**config.mk**
```make
export PLATFORM = sky130hd
export DESIGN_NAME = uart_byte_relay_on_trigger_top
export DESIGN_NICKNAME = d
export VERILOG_FILES = /design/src/rtl/ubr_pkg.sv /design/src/rtl/ubr_cfg.sv /design/src/rtl/ubr_core.sv /design/src/rtl/ubr_in_stage.sv /design/src/rtl/ubr_out_reg.sv /design/src/rtl/uart_byte_relay_on_trigger_top.sv
export SDC_FILE = /design/constraint.sdc
export NUM_CORES = 1
export LEC_CHECK = 0
export BUFFER_PORTS_ARGS = -buffer_cell sky130_fd_sc_hd__buf_2
export CAP_MARGIN = 5
export CORE_MARGIN = 4
export CORE_UTILIZATION = 40
export CTS_CLUSTER_SIZE = 8
export DETAILED_ROUTE_END_ITERATION = 6
export GPL_ROUTABILITY_DRIVEN = 0
export PLACE_DENSITY_LB_ADDON = 0.2
export SYNTH_ARGS = -nofsm -noshare
export SYNTH_HDL_FRONTEND = slang
export SYNTH_SLANG_ARGS = --single-unit
```
**constraint.sdc**
```tcl
create_clock -name clk -period 7.73 [get_ports clk]
set_input_delay 1.1595 -clock clk [delete_from_list [all_inputs] [get_ports clk]]
set_output_delay 1.1595 -clock clk [all_outputs]
set_load 0.01 [all_outputs]
```
**src/rtl/ubr_pkg.sv**
```systemverilog
// Shared types and constants for the UART byte relay.
// No dependencies; every other rtl file but ubr_in_stage and ubr_checker refers to this package by scope.
package ubr_pkg;

	localparam int unsigned TICK_W   = 16;
	localparam int unsigned COUNT_W  = TICK_W + 1;
	localparam int unsigned CFG_IDX_W = 1;

	localparam logic [CFG_IDX_W-1:0] CFG_RX_BIT_TICKS = 1'd0;
	localparam logic [CFG_IDX_W-1:0] CFG_TX_BIT_TICKS = 1'd1;

	localparam logic [TICK_W-1:0] RX_BIT_TICKS_RST = 16'd500;
	localparam logic [TICK_W-1:0] TX_BIT_TICKS_RST = 16'd104;

	localparam logic [7:0] INIT_BYTE = 8'h01;

	typedef struct packed {
		logic [TICK_W-1:0] rx_bit_ticks;
		logic [TICK_W-1:0] tx_bit_ticks;
	} ubr_cfg_t;

	typedef struct packed {
		logic       tx_level;
		logic       trigger_seen;
		logic [7:0] held_byte;
		logic       byte_changed;
		logic       byte_done;
	} ubr_result_t;

	// A computed wait of zero ticks counts as one tick.
	function automatic logic [COUNT_W-1:0] at_least_one(input logic [COUNT_W-1:0] v);
		at_least_one = (v == '0) ? COUNT_W'(1) : v;
	endfunction

endpackage

```
**src/rtl/ubr_cfg.sv**
```systemverilog
// Configuration registers of the UART byte relay (bit periods).
// Depends on ubr_pkg.
module ubr_cfg (
	input  logic                           clk,
	input  logic                           arst_n,
	input  logic                           cfg_we,
	input  logic [ubr_pkg::CFG_IDX_W-1:0]  cfg_index,
	input  logic [ubr_pkg::TICK_W-1:0]     cfg_data,
	output ubr_pkg::ubr_cfg_t              cfg
);

	ubr_pkg::ubr_cfg_t cfg_q;

	always_ff @(posedge clk or negedge arst_n) begin
		if (!arst_n) begin
			cfg_q.rx_bit_ticks <= ubr_pkg::RX_BIT_TICKS_RST;
			cfg_q.tx_bit_ticks <= ubr_pkg::TX_BIT_TICKS_RST;
		end else if (cfg_we) begin
			unique case (cfg_index)
				ubr_pkg::CFG_RX_BIT_TICKS: cfg_q.rx_bit_ticks <= cfg_data;
				ubr_pkg::CFG_TX_BIT_TICKS: cfg_q.tx_bit_ticks <= cfg_data;
				default: ;
			endcase
		end
	end

	assign cfg = cfg_q;

endmodule

```
**src/rtl/ubr_core.sv**
```systemverilog
// Receive/transmit sequencer of the UART byte relay: one tick per step.
// Holds all line state; produces the result of the current tick combinationally.
// Depends on ubr_pkg.
module ubr_core (
	input  logic                  clk,
	input  logic                  arst_n,
	input  logic                  step,
	input  logic                  rx,
	input  logic                  trig,
	input  ubr_pkg::ubr_cfg_t     cfg,
	output ubr_pkg::ubr_result_t  res
);

	typedef enum logic [2:0] {
		PH_IDLE    = 3'd0,
		PH_RX_BITS = 3'd1,
		PH_RX_STOP = 3'd2,
		PH_TX_INIT = 3'd3,
		PH_TX_DATA = 3'd4
	} phase_t;

	phase_t                         phase_q, phase_n;
	logic [ubr_pkg::COUNT_W-1:0]    tick_q, tick_n, tick_dec;
	logic [3:0]                     bit_q, bit_n, bit_inc;
	logic [7:0]                     rxsh_q, rxsh_n;
	logic [7:0]                     held_q, held_n;
	logic                           pend_q, pend_n;
	logic                           tprev_q, tprev_n;
	logic                           tsticky_q, tsticky_n;
	logic                           chg_q, chg_n;
	logic [7:0]                     txsh_q, txsh_n;
	logic                           line_q, line_n;
	logic                           done_c;
	logic [ubr_pkg::COUNT_W-1:0]    rx_period, rx_first, rx_stop, tx_period;

	assign rx_period = ubr_pkg::at_least_one({1'b0, cfg.rx_bit_ticks});
	assign rx_first  = ubr_pkg::at_least_one({1'b0, cfg.rx_bit_ticks}
		+ {2'b0, cfg.rx_bit_ticks[ubr_pkg::TICK_W-1:1]});
	assign rx_stop   = ubr_pkg::at_least_one({cfg.rx_bit_ticks, 1'b0});
	assign tx_period = ubr_pkg::at_least_one({1'b0, cfg.tx_bit_ticks});
	assign tick_dec  = tick_q - ubr_pkg::COUNT_W'(1);
	assign bit_inc   = bit_q + 4'd1;

	always_comb begin
		phase_n   = phase_q;
		tick_n    = tick_q;
		bit_n     = bit_q;
		rxsh_n    = rxsh_q;
		held_n    = held_q;
		pend_n    = pend_q;
		tsticky_n = tsticky_q;
		chg_n     = chg_q;
		txsh_n    = txsh_q;
		line_n    = line_q;
		done_c    = 1'b0;

		// trigger edge is seen before the rest of the tick
		if (trig && !tprev_q) begin
			pend_n    = 1'b1;
			tsticky_n = 1'b1;
		end
		tprev_n = trig;

		unique case (phase_q)
			PH_RX_BITS: begin
				tick_n = tick_dec;
				if (tick_dec == '0) begin
					if (rx)
						rxsh_n[bit_q[2:0]] = 1'b1;
					if (bit_q >= 4'd7) begin
						phase_n = PH_RX_STOP;
						tick_n  = rx_stop;
					end else begin
						bit_n  = bit_inc;
						tick_n = rx_period;
					end
				end
			end
			PH_RX_STOP: begin
				tick_n = tick_dec;
				if (tick_dec == '0) begin
					done_c = 1'b1;
					if (rxsh_q != held_q) begin
						held_n = rxsh_q;
						chg_n  = 1'b1;
					end
					if (pend_n) begin
						phase_n = PH_TX_INIT;
						bit_n   = 4'd0;
						txsh_n  = ubr_pkg::INIT_BYTE;
						line_n  = 1'b0;
						tick_n  = tx_period;
					end else begin
						phase_n = PH_IDLE;
						bit_n   = 4'd0;
					end
				end
			end
			PH_TX_INIT, PH_TX_DATA: begin
				tick_n = tick_dec;
				if (tick_dec == '0) begin
					bit_n  = bit_inc;
					tick_n = tx_period;
					if (bit_inc >= 4'd1 && bit_inc <= 4'd8) begin
						line_n = txsh_q[0];
						txsh_n = {1'b0, txsh_q[7:1]};
					end else if (bit_inc == 4'd9) begin
						line_n = 1'b1;
					end else if (bit_inc == 4'd10 && phase_q == PH_TX_INIT) begin
						line_n = 1'b1; // gap between the two frames
					end else if (phase_q == PH_TX_INIT) begin
						phase_n = PH_TX_DATA;
						bit_n   = 4'd0;
						txsh_n  = held_q;
						line_n  = 1'b0;
					end else begin
						// end of relay: the clear beats any trigger seen meanwhile
						phase_n = PH_IDLE;
						bit_n   = 4'd0;
						tick_n  = '0;
						pend_n  = 1'b0;
					end
				end
			end
			default: begin
				phase_n = PH_IDLE;
				if (!rx) begin
					phase_n = PH_RX_BITS;
					bit_n   = 4'd0;
					rxsh_n  = 8'h00;
					tick_n  = rx_first;
				end
			end
		endcase
	end

	always_ff @(posedge clk or negedge arst_n) begin
		if (!arst_n) begin
			phase_q   <= PH_IDLE;
			tick_q    <= '0;
			bit_q     <= 4'd0;
			rxsh_q    <= 8'h00;
			held_q    <= 8'h00;
			pend_q    <= 1'b0;
			tprev_q   <= 1'b0;
			tsticky_q <= 1'b0;
			chg_q     <= 1'b0;
			txsh_q    <= 8'h00;
			line_q    <= 1'b0;
		end else if (step) begin
			phase_q   <= phase_n;
			tick_q    <= tick_n;
			bit_q     <= bit_n;
			rxsh_q    <= rxsh_n;
			held_q    <= held_n;
			pend_q    <= pend_n;
			tprev_q   <= tprev_n;
			tsticky_q <= tsticky_n;
			chg_q     <= chg_n;
			txsh_q    <= txsh_n;
			line_q    <= line_n;
		end
	end

	assign res.tx_level     = line_n;
	assign res.trigger_seen = tsticky_n;
	assign res.held_byte    = held_n;
	assign res.byte_changed = chg_n;
	assign res.byte_done    = done_c;

endmodule

```
**src/rtl/ubr_in_stage.sv**
```systemverilog
// Input register of the UART byte relay: one tick beat, valid/stall handshake.
// Depends on ubr_pkg only through the top level; no package items used here.
module ubr_in_stage (
	input  logic clk,
	input  logic arst_n,
	input  logic in_valid,
	output logic in_stall,
	input  logic rx_level,
	input  logic trigger_level,
	input  logic advance,
	output logic valid_s1,
	output logic rx_s1,
	output logic trig_s1
);

	logic vld_s1;

	// hold the beat while the result side cannot take it
	assign in_stall = vld_s1 && !advance;

	always_ff @(posedge clk or negedge arst_n) begin
		if (!arst_n)
			vld_s1 <= 1'b0;
		else if (!in_stall)
			vld_s1 <= in_valid;
	end

	always_ff @(posedge clk) begin
		if (in_valid && !in_stall) begin
			rx_s1   <= rx_level;
			trig_s1 <= trigger_level;
		end
	end

	assign valid_s1 = vld_s1;

endmodule

```
**src/rtl/ubr_out_reg.sv**
```systemverilog
// Result register of the UART byte relay: holds one result beat until taken.
// Depends on ubr_pkg for the result struct.
module ubr_out_reg (
	input  logic                  clk,
	input  logic                  arst_n,
	input  logic                  valid_s1,
	input  ubr_pkg::ubr_result_t  res,
	output logic                  advance,
	output logic                  out_valid,
	input  logic                  out_stall,
	output ubr_pkg::ubr_result_t  out_res
);

	logic                 vld_s2;
	ubr_pkg::ubr_result_t res_s2;

	assign advance = valid_s1 && (!vld_s2 || !out_stall);

	always_ff @(posedge clk or negedge arst_n) begin
		if (!arst_n) begin
			vld_s2 <= 1'b0;
			res_s2 <= '0;
		end else if (advance) begin
			vld_s2 <= 1'b1;
			res_s2 <= res;
		end else if (!out_stall) begin
			vld_s2 <= 1'b0;
		end
	end

	assign out_valid = vld_s2;
	assign out_res   = res_s2;

endmodule

```
**src/rtl/uart_byte_relay_on_trigger_top.sv**
```systemverilog
// Top level of the UART byte relay: 8N1 receiver that relays the held byte
// after a trigger. Depends on ubr_pkg, ubr_cfg, ubr_in_stage, ubr_core, ubr_out_reg.
//
// Usage:
//   Input channel: one beat per line tick, carrying rx_level and trigger_level
//   (in_valid / in_stall). Output channel: one result beat per input beat,
//   carrying tx_level, trigger_seen, held_byte, byte_changed and byte_done
//   (out_valid / out_stall). Bit timing counts beats, not clock cycles.
//   Configuration: write rx_bit_ticks (index 0) or tx_bit_ticks (index 1) with
//   cfg_we; write only while no beats are in flight.
//   Path: an accepted beat passes the input register, then the result register,
//   before its result shows. Throughput: one beat per cycle while out_stall is low;
//   the receive/transmit state updates once per beat.
//   Stall: while out_stall holds a result, one more beat waits in the input
//   register and then in_stall rises; nothing is dropped.
//   Reset: both bit periods return to 500 and 104 ticks, the sequencer waits
//   for a start bit, all sticky flags clear and the transmit line reads low
//   until the first data bit of a relay.
module uart_byte_relay_on_trigger_top (
	input  logic                           clk,
	input  logic                           arst_n,
	input  logic                           cfg_we,
	input  logic [ubr_pkg::CFG_IDX_W-1:0]  cfg_index,
	input  logic [ubr_pkg::TICK_W-1:0]     cfg_data,
	input  logic                           in_valid,
	output logic                           in_stall,
	input  logic                           rx_level,
	input  logic                           trigger_level,
	output logic                           out_valid,
	input  logic                           out_stall,
	output logic                           tx_level,
	output logic                           trigger_seen,
	output logic [7:0]                     held_byte,
	output logic                           byte_changed,
	output logic                           byte_done
);

	ubr_pkg::ubr_cfg_t    cfg;
	ubr_pkg::ubr_result_t res;
	ubr_pkg::ubr_result_t out_res;
	logic                 advance;
	logic                 valid_s1;
	logic                 rx_s1;
	logic                 trig_s1;

	ubr_cfg u_cfg (
		.clk       (clk),
		.arst_n    (arst_n),
		.cfg_we    (cfg_we),
		.cfg_index (cfg_index),
		.cfg_data  (cfg_data),
		.cfg       (cfg)
	);

	ubr_in_stage u_in (
		.clk           (clk),
		.arst_n        (arst_n),
		.in_valid      (in_valid),
		.in_stall      (in_stall),
		.rx_level      (rx_level),
		.trigger_level (trigger_level),
		.advance       (advance),
		.valid_s1      (valid_s1),
		.rx_s1         (rx_s1),
		.trig_s1       (trig_s1)
	);

	ubr_core u_core (
		.clk    (clk),
		.arst_n (arst_n),
		.step   (advance),
		.rx     (rx_s1),
		.trig   (trig_s1),
		.cfg    (cfg),
		.res    (res)
	);

	ubr_out_reg u_out (
		.clk       (clk),
		.arst_n    (arst_n),
		.valid_s1  (valid_s1),
		.res       (res),
		.advance   (advance),
		.out_valid (out_valid),
		.out_stall (out_stall),
		.out_res   (out_res)
	);

	assign tx_level     = out_res.tx_level;
	assign trigger_seen = out_res.trigger_seen;
	assign held_byte    = out_res.held_byte;
	assign byte_changed = out_res.byte_changed;
	assign byte_done    = out_res.byte_done;

endmodule

```
* After elaboration in Yosys (flattened, before gate mapping)
Cells that the tools add are included.
** Storage, ports and cells
- Bits in registers :: 90
- Input bits :: 24
- Output and inout bits :: 14
** Cells by class
- Add/sub/neg operators :: 3
- Order comparisons :: 5
- Equality and inequality tests :: 24
- Mux-type cells :: 72
- Bitwise gates (word level) :: 3
- Reduce and logical (&&, ||, !) cells :: 30
** Operator list (number)
- $mux 17 :: 12
- $mux 8 :: 10
- $pmux 17 s3 :: 1
- $logic_not 17->1 :: 2
- $logic_not 16->1 :: 2
- $mux 16 :: 2
- $mux 4 :: 8
- $pmux 8 s2 :: 2
- $mux 1 :: 24
- $mux 3 :: 8
- $add 16x15->17 :: 1
- $sub 17x1->17 const B :: 1
- $reduce_and 8->1 :: 2
- $ne 2x1->1 const B :: 7
- $pmux 4 s3 :: 1
- $reduce_and 6->1 :: 2
- $ne 2x2->1 const B :: 5
- $pmux 3 s3 :: 1
- $eq 4x4->1 const B :: 2
- $ne 8x8->1 :: 1
- $or 8x8->8 :: 1
- $reduce_and 2->1 :: 4
- $logic_and 1x1->1 :: 7
- $eq 3x2->1 const B :: 2
- other kinds (23) :: 29

* Logic depth before layout (Yosys ltp)
- Word-level depth :: 9
- Gate-level depth with buffers :: 13
- Gate-level depth less buffers :: 11

* Hierarchy
Synthesis repeated with hierarchy kept, for this count alone.
** Second synthesis, totals
- Cell total of the unflattened synthesis :: 732
- Area, all modules :: 7061.8 um2
** Modules (own cells, without submodules)
- ubr_core :: instances 1, cells each 628, area an instance 5138.7 um2
- ubr_cfg :: instances 1, cells each 69, area an instance 1263.7 um2
- ubr_out_reg :: instances 1, cells each 28, area an instance 541.8 um2
- ubr_in_stage :: instances 1, cells each 7, area an instance 117.6 um2

* Least setup slack after synthesis
No wires, ideal clock.
- Path kind :: flip-flop to flip-flop
- Start :: register u_core.tick_q[5] (netlist bit)
- End :: register u_core.txsh_q[0]
- Arrival :: 2910 ps
- Data required time :: 7605 ps
- Slack :: 4696 ps
- Cell stages (with the launch flop) :: 10
- Path buffers :: 1
- Clock period less this slack :: 3034 ps
- Cell sequence :: dfrtp_1 > or4_1 > buf_2 > or4_1 > a21oi_1 > o2111a_2 > and2_4 > nand2_4 > a211oi_4 > mux2_2
** On the way
- Longest elaborated chain between the ends :: 4
- Elaborated cells between the ends (all ways) :: 5
** RTL lines
- start: declaration :: line ubr_core.sv:23 : logic [ubr_pkg::COUNT_W-1:0] tick_q, tick_n, tick_dec;
- start signal: assignment :: line ubr_core.sv:152 : tick_q <= tick_n;
- $sub 17x1->17 * :: line ubr_core.sv:41 : assign tick_dec = tick_q - ubr_pkg::COUNT_W'(1);
- $logic_not 17->1 * :: line ubr_core.sv:81, ubr_core.sv:101
- $ne 2x1->1 (no line)
- $reduce_and 8->1 (no line) *
- end signal: assignment :: line ubr_core.sv:160 : txsh_q <= txsh_n;
- end: declaration :: line ubr_core.sv:31 : logic [7:0] txsh_q, txsh_n;
Mark *: on every way between the ends. The rest lies on a longest branch, timed or not.
A chain may end at the register's enable or synchronous reset.

* Final worst setup path
- Start :: register u_core.tick_q[5] (netlist bit)
- End :: register u_core.tick_q[13] (netlist bit)
** On the way
- Longest elaborated chain between the ends :: 4
- Elaborated cells between the ends (all ways) :: 7
** RTL lines
- $sub 17x1->17 * :: line ubr_core.sv:41
- $logic_not 17->1 / $mux 17 (equally long branches)
- $mux 17, on equally long branches :: line ubr_core.sv:101, ubr_core.sv:67, ubr_core.sv:81
- $pmux 17 s3 * :: line ubr_core.sv:64 : unique case (phase_q)
Marked as above.

==> load_flow_metrics.sql <==
INSERT INTO impl_metrics (metric_group, metric, value, unit) VALUES
('final_layout', 'leading_cell_type_in_the_layout_fill_and_taps_excluded', 'sky130_fd_sc_hd__dfrtp_1', ''),
('power_and_ir_drop', 'power.ir.vdd_worst', '0.000211', 'V'),
('floorplan', 'num_io_pins', '38', ''),
('drt', 'drt_drc_violations_left', '0', ''),
('cts', 'cts_tree', 'built', ''),
('synthesis', 'postSynth.topFlopCell', 'sky130_fd_sc_hd__dfrtp_1', ''),
('synthesis', 'synth.net_count', '767', ''),
('power_and_ir_drop', 'clockPowerShare', '23.6', '%'),
('final_layout', 'final.fill_count', '1528', ''),
('synthesis', 'number_of_enable_type_register_cells_in_the_synthesized_netlist', '2', ''),
('floorplan', 'dieWidth', '133', 'µm'),
('sta', 'layout_min_cycle_time', '3.48', 'ns'),
('sta', 'hold_viol', '0', ''),
('cts', 'clk_latency', '0.35', 'ns'),
('floorplan', 'core-area', '0.0153', 'mm²'),
('drt', 'routed-via-count', '5482', ''),
('final_layout', 'area_overhead_of_the_layout_relative_to_synthesis', '10.9', '%'),
('sta', 'setup_tns', '0', 'ns'),
('sta', 'finalSetupViolCount', '0', ''),
('placement', 'detailed_place.area', '0.00662', 'mm²'),
('power_and_ir_drop', 'post-layout-total-power', '1.90', 'mW'),
('synthesis', 'post_synth.cell_area_avg', '8.78', 'µm²'),
('global_routing', 'grt_pass1_wl', '27.7', 'mm'),
('synthesis', 'area_share_of_the_leading_cell_type_in_the_synthesized_netlist', '31.7', '%'),
('floorplan', 'initial_utilization', '40.9', '%'),
('placement', 'detailedPlacementHpwl', '12.9', 'mm'),
('drt', 'wl', '16.9', 'mm'),
('cts', 'tritoncts_num_sinks', '90', ''),
('sta', 'fmaxAchievable', '288', 'MHz'),
('floorplan', 'design.die.area', '0.0177', 'mm²'),
('power_and_ir_drop', 'leakage', '2.92', 'nW'),
('synthesis', 'synth_seq_cells', '90', ''),
('power_and_ir_drop', 'pwr-share-comb', '39.4', '%'),
('synthesis', 'post_synth_num_cell_types', '71', ''),
('sta', 'setup_repair_after_global_routing_missed_its_margin', 'false', ''),
('worst_setup_path', 'worst-endpoint-arrival', '3.75', 'ns'),
('synthesis', 'synth-async-reset-ratio', '97.8', '%'),
('cts', 'clock_tree.htree_level_count', '3', ''),
('cts', 'cts_buffer_depth', '2', ''),
('sta', 'final.period_utilization', '45.0', '%'),
('worst_setup_path', 'cp_max_fo', '12', ''),
('sta', 'clock_skew', '0.00921', 'ns'),
('cts', 'worst_setup_hold_path_clk_slew', '0.07', 'ns'),
('power_and_ir_drop', 'sw_frac_of_total', '42.7', '%'),
('synthesis', 'mappedNetlistArea', '0.00624', 'mm²'),
('placement', 'portBuffers', '37', ''),
('drt', 'drt-vias-per-instance', '5.78', ''),
('power_and_ir_drop', 'share_seq_of_total_power', '37.0', '%'),
('sta', 'maxSlewViolCount', '0', ''),
('final_layout', 'final_core_util', '45.4', '%'),
('sta', 'worst_slew_margin_rel', '28.3', '%'),
('final_layout', 'layout-drive-gt1-share', '16.0', '%'),
('cts', 'post_cts_hold_buffer_count', '0', ''),
('final_layout', 'diodes', '0', ''),
('final_layout', 'fin_nets', '789', ''),
('global_routing', 'first_global_vias', '5146', ''),
('synthesis', 'netlist_instances', '711', ''),
('cts', 'cts_made_buffers', '9', ''),
('run_status', 'outcome', 'completed', ''),
('global_routing', 'initial_antenna_violation_count', '0', ''),
('global_routing', 'grt.total_usage', '19.4', '%'),
('final_layout', 'final_cell_mix', '79 x sky130_fd_sc_hd__dfrtp_1, 64 x sky130_fd_sc_hd__nand2_1, 57 x sky130_fd_sc_hd__nor2_1', ''),
('final_layout', 'final_cell_area', '0.00692', 'mm²'),
('synthesis', 'synth.area.top_cells', 'sky130_fd_sc_hd__dfrtp_1 32%, sky130_fd_sc_hd__ha_1 6.2%, sky130_fd_sc_hd__mux2_2 5.8%', ''),
('floorplan', 'fp.dieH', '133', 'µm'),
('sta', 'timing_worst_slew_pin_value', '1.08', 'ns'),
('worst_hold_path', 'hold_class', 'flop to flop', ''),
('power_and_ir_drop', 'power_report.internal_total', '1.09', 'mW'),
('power_and_ir_drop', 'power.net_switching', '0.811', 'mW'),
('drt', 'drt_iter0_markers', '502', ''),
('floorplan', 'total_number_of_placement_rows', '45', '');
-- worst paths after layout --
path,startpoint,end,slack (ns),cells after the start
worst max register to register,u_core.tick_q[5],u_core.tick_q[13],4.25,8
worst min register to register,u_in.trig_s1,u_core.tprev_q,0.46,2
worst min-delay path,u_in.trig_s1,u_core.tprev_q,0.46,2
min in group asynchronous,arst_n,u_core.tick_q[14],0.72,1
worst max-delay path,u_core.tick_q[5],u_core.tick_q[13],4.25,8
max in group asynchronous,arst_n,u_core.tick_q[0],5.89,2
-- synth_stat cells (7+ instances only) --
library cell                n
sky130_fd_sc_hd__and3_1     7
sky130_fd_sc_hd__o21ai_0   50
sky130_fd_sc_hd__o21a_1     7
sky130_fd_sc_hd__dfstp_2    9
sky130_fd_sc_hd__xor2_1    15
sky130_fd_sc_hd__mux2i_1   11
sky130_fd_sc_hd__dfrtp_1   79
sky130_fd_sc_hd__or3_1      7
sky130_fd_sc_hd__inv_1     40
sky130_fd_sc_hd__nor2b_1    8
sky130_fd_sc_hd__xnor2_1   12
sky130_fd_sc_hd__and2_1     9
sky130_fd_sc_hd__nor2_1    57
sky130_fd_sc_hd__nand4_1   15
sky130_fd_sc_hd__ha_1      31
sky130_fd_sc_hd__o211ai_1   7
sky130_fd_sc_hd__nand3_1   14
sky130_fd_sc_hd__nor3_1    16
sky130_fd_sc_hd__nor4_1    13
sky130_fd_sc_hd__nand2_1   64
sky130_fd_sc_hd__a21oi_1   53
sky130_fd_sc_hd__mux2_2    32
sky130_fd_sc_hd__a31oi_1    8
sky130_fd_sc_hd__clkbuf_1  26
sky130_fd_sc_hd__nand2b_1  11
-- kinds of logic (layout without fill, tap and decap cells) --
| kind of cell | count (synthesis) | after routing | share of synthesized area, % |
|---|---|---|---|
| AND/OR/NAND/NOR | 249 | 249 | 20.4 |
| AO/OA/AOI/OAI | 198 | 198 | 20.8 |
| flip-flops | 90 | 90 | 36.4 |
| buffers and inverters | 72 | 99 | 4.51 |
| multiplexers | 43 | 43 | 7.54 |
| adder cells (fa/ha/maj) | 32 | 32 | 6.53 |
| XOR/XNOR | 27 | 27 | 3.79 |
-- stage by stage --
step | hold slack [ns] | worst slack, ns | cells
2_1_floorplan | 0.432 | 4.70 | 711
3_3_place_gp | 0.443 | 4.43 | 933
3_5_place_dp | 0.443 | 4.31 | 933
4_1_cts | 0.461 | 4.29 | 949
5_1_grt | 0.489 | 3.88 | 949
6_report | 0.459 | 4.25 | 949
-- power groups by stage --
stage	Clock, mW	Sequential [mW]	Combinational, mW
after floorplan	0	0.634	0.579
after global placement	0	0.701	0.736
after detailed placement	0	0.706	0.739
after CTS	0.456	0.698	0.742
after global routing	0.480	0.721	0.835
final	0.449	0.703	0.750
-- per-layer routing --
| layer | track usage, % | wire, µm |
|---|---|---|
| met4 | 5.20 | 265 |
| met1 | 30.3 | 8480 |
| met3 | 3.50 | 976 |
| met5 | 0 | 0 |
| met2 | 27.5 | 7130 |
-- sequential cells by signal, indices dropped and copies added, names as in the netlist, 3 cells and up --
name,count
u_cfg.cfg,32
u_core.bit_q,4
u_core.held_q,8
u_core.phase_q,3
u_core.rxsh_q,8
u_core.tick_q,17
u_core.txsh_q,8
u_out.out_res,4
-- critical path, cell delays in order, from the launching register on --
cell	delay [ns]
sky130_fd_sc_hd__dfrtp_1	0.43
sky130_fd_sc_hd__or4_1	0.65
sky130_fd_sc_hd__or4_1	0.54
sky130_fd_sc_hd__a21oi_1	0.21
sky130_fd_sc_hd__o2111a_2	0.32
sky130_fd_sc_hd__nand4_1	0.46
sky130_fd_sc_hd__o211ai_1	0.43
sky130_fd_sc_hd__o21ai_0	0.14
sky130_fd_sc_hd__a21oi_1	0.22
-- layout make-up --
cell class / count / area (µm²) / area share (%)
multi-input cells: 549 / 3700 / 53.4
well taps: 211 / 264 / 3.81
clock inverters: 6 / 52.6 / 0.759
inverters: 40 / 150 / 2.17
clock buffers: 10 / 250 / 3.62
repair buffers: 43 / 233 / 3.36
flip-flops and latches: 90 / 2270 / 32.9
No activity file was read; power rests on OpenSTA's default activity.
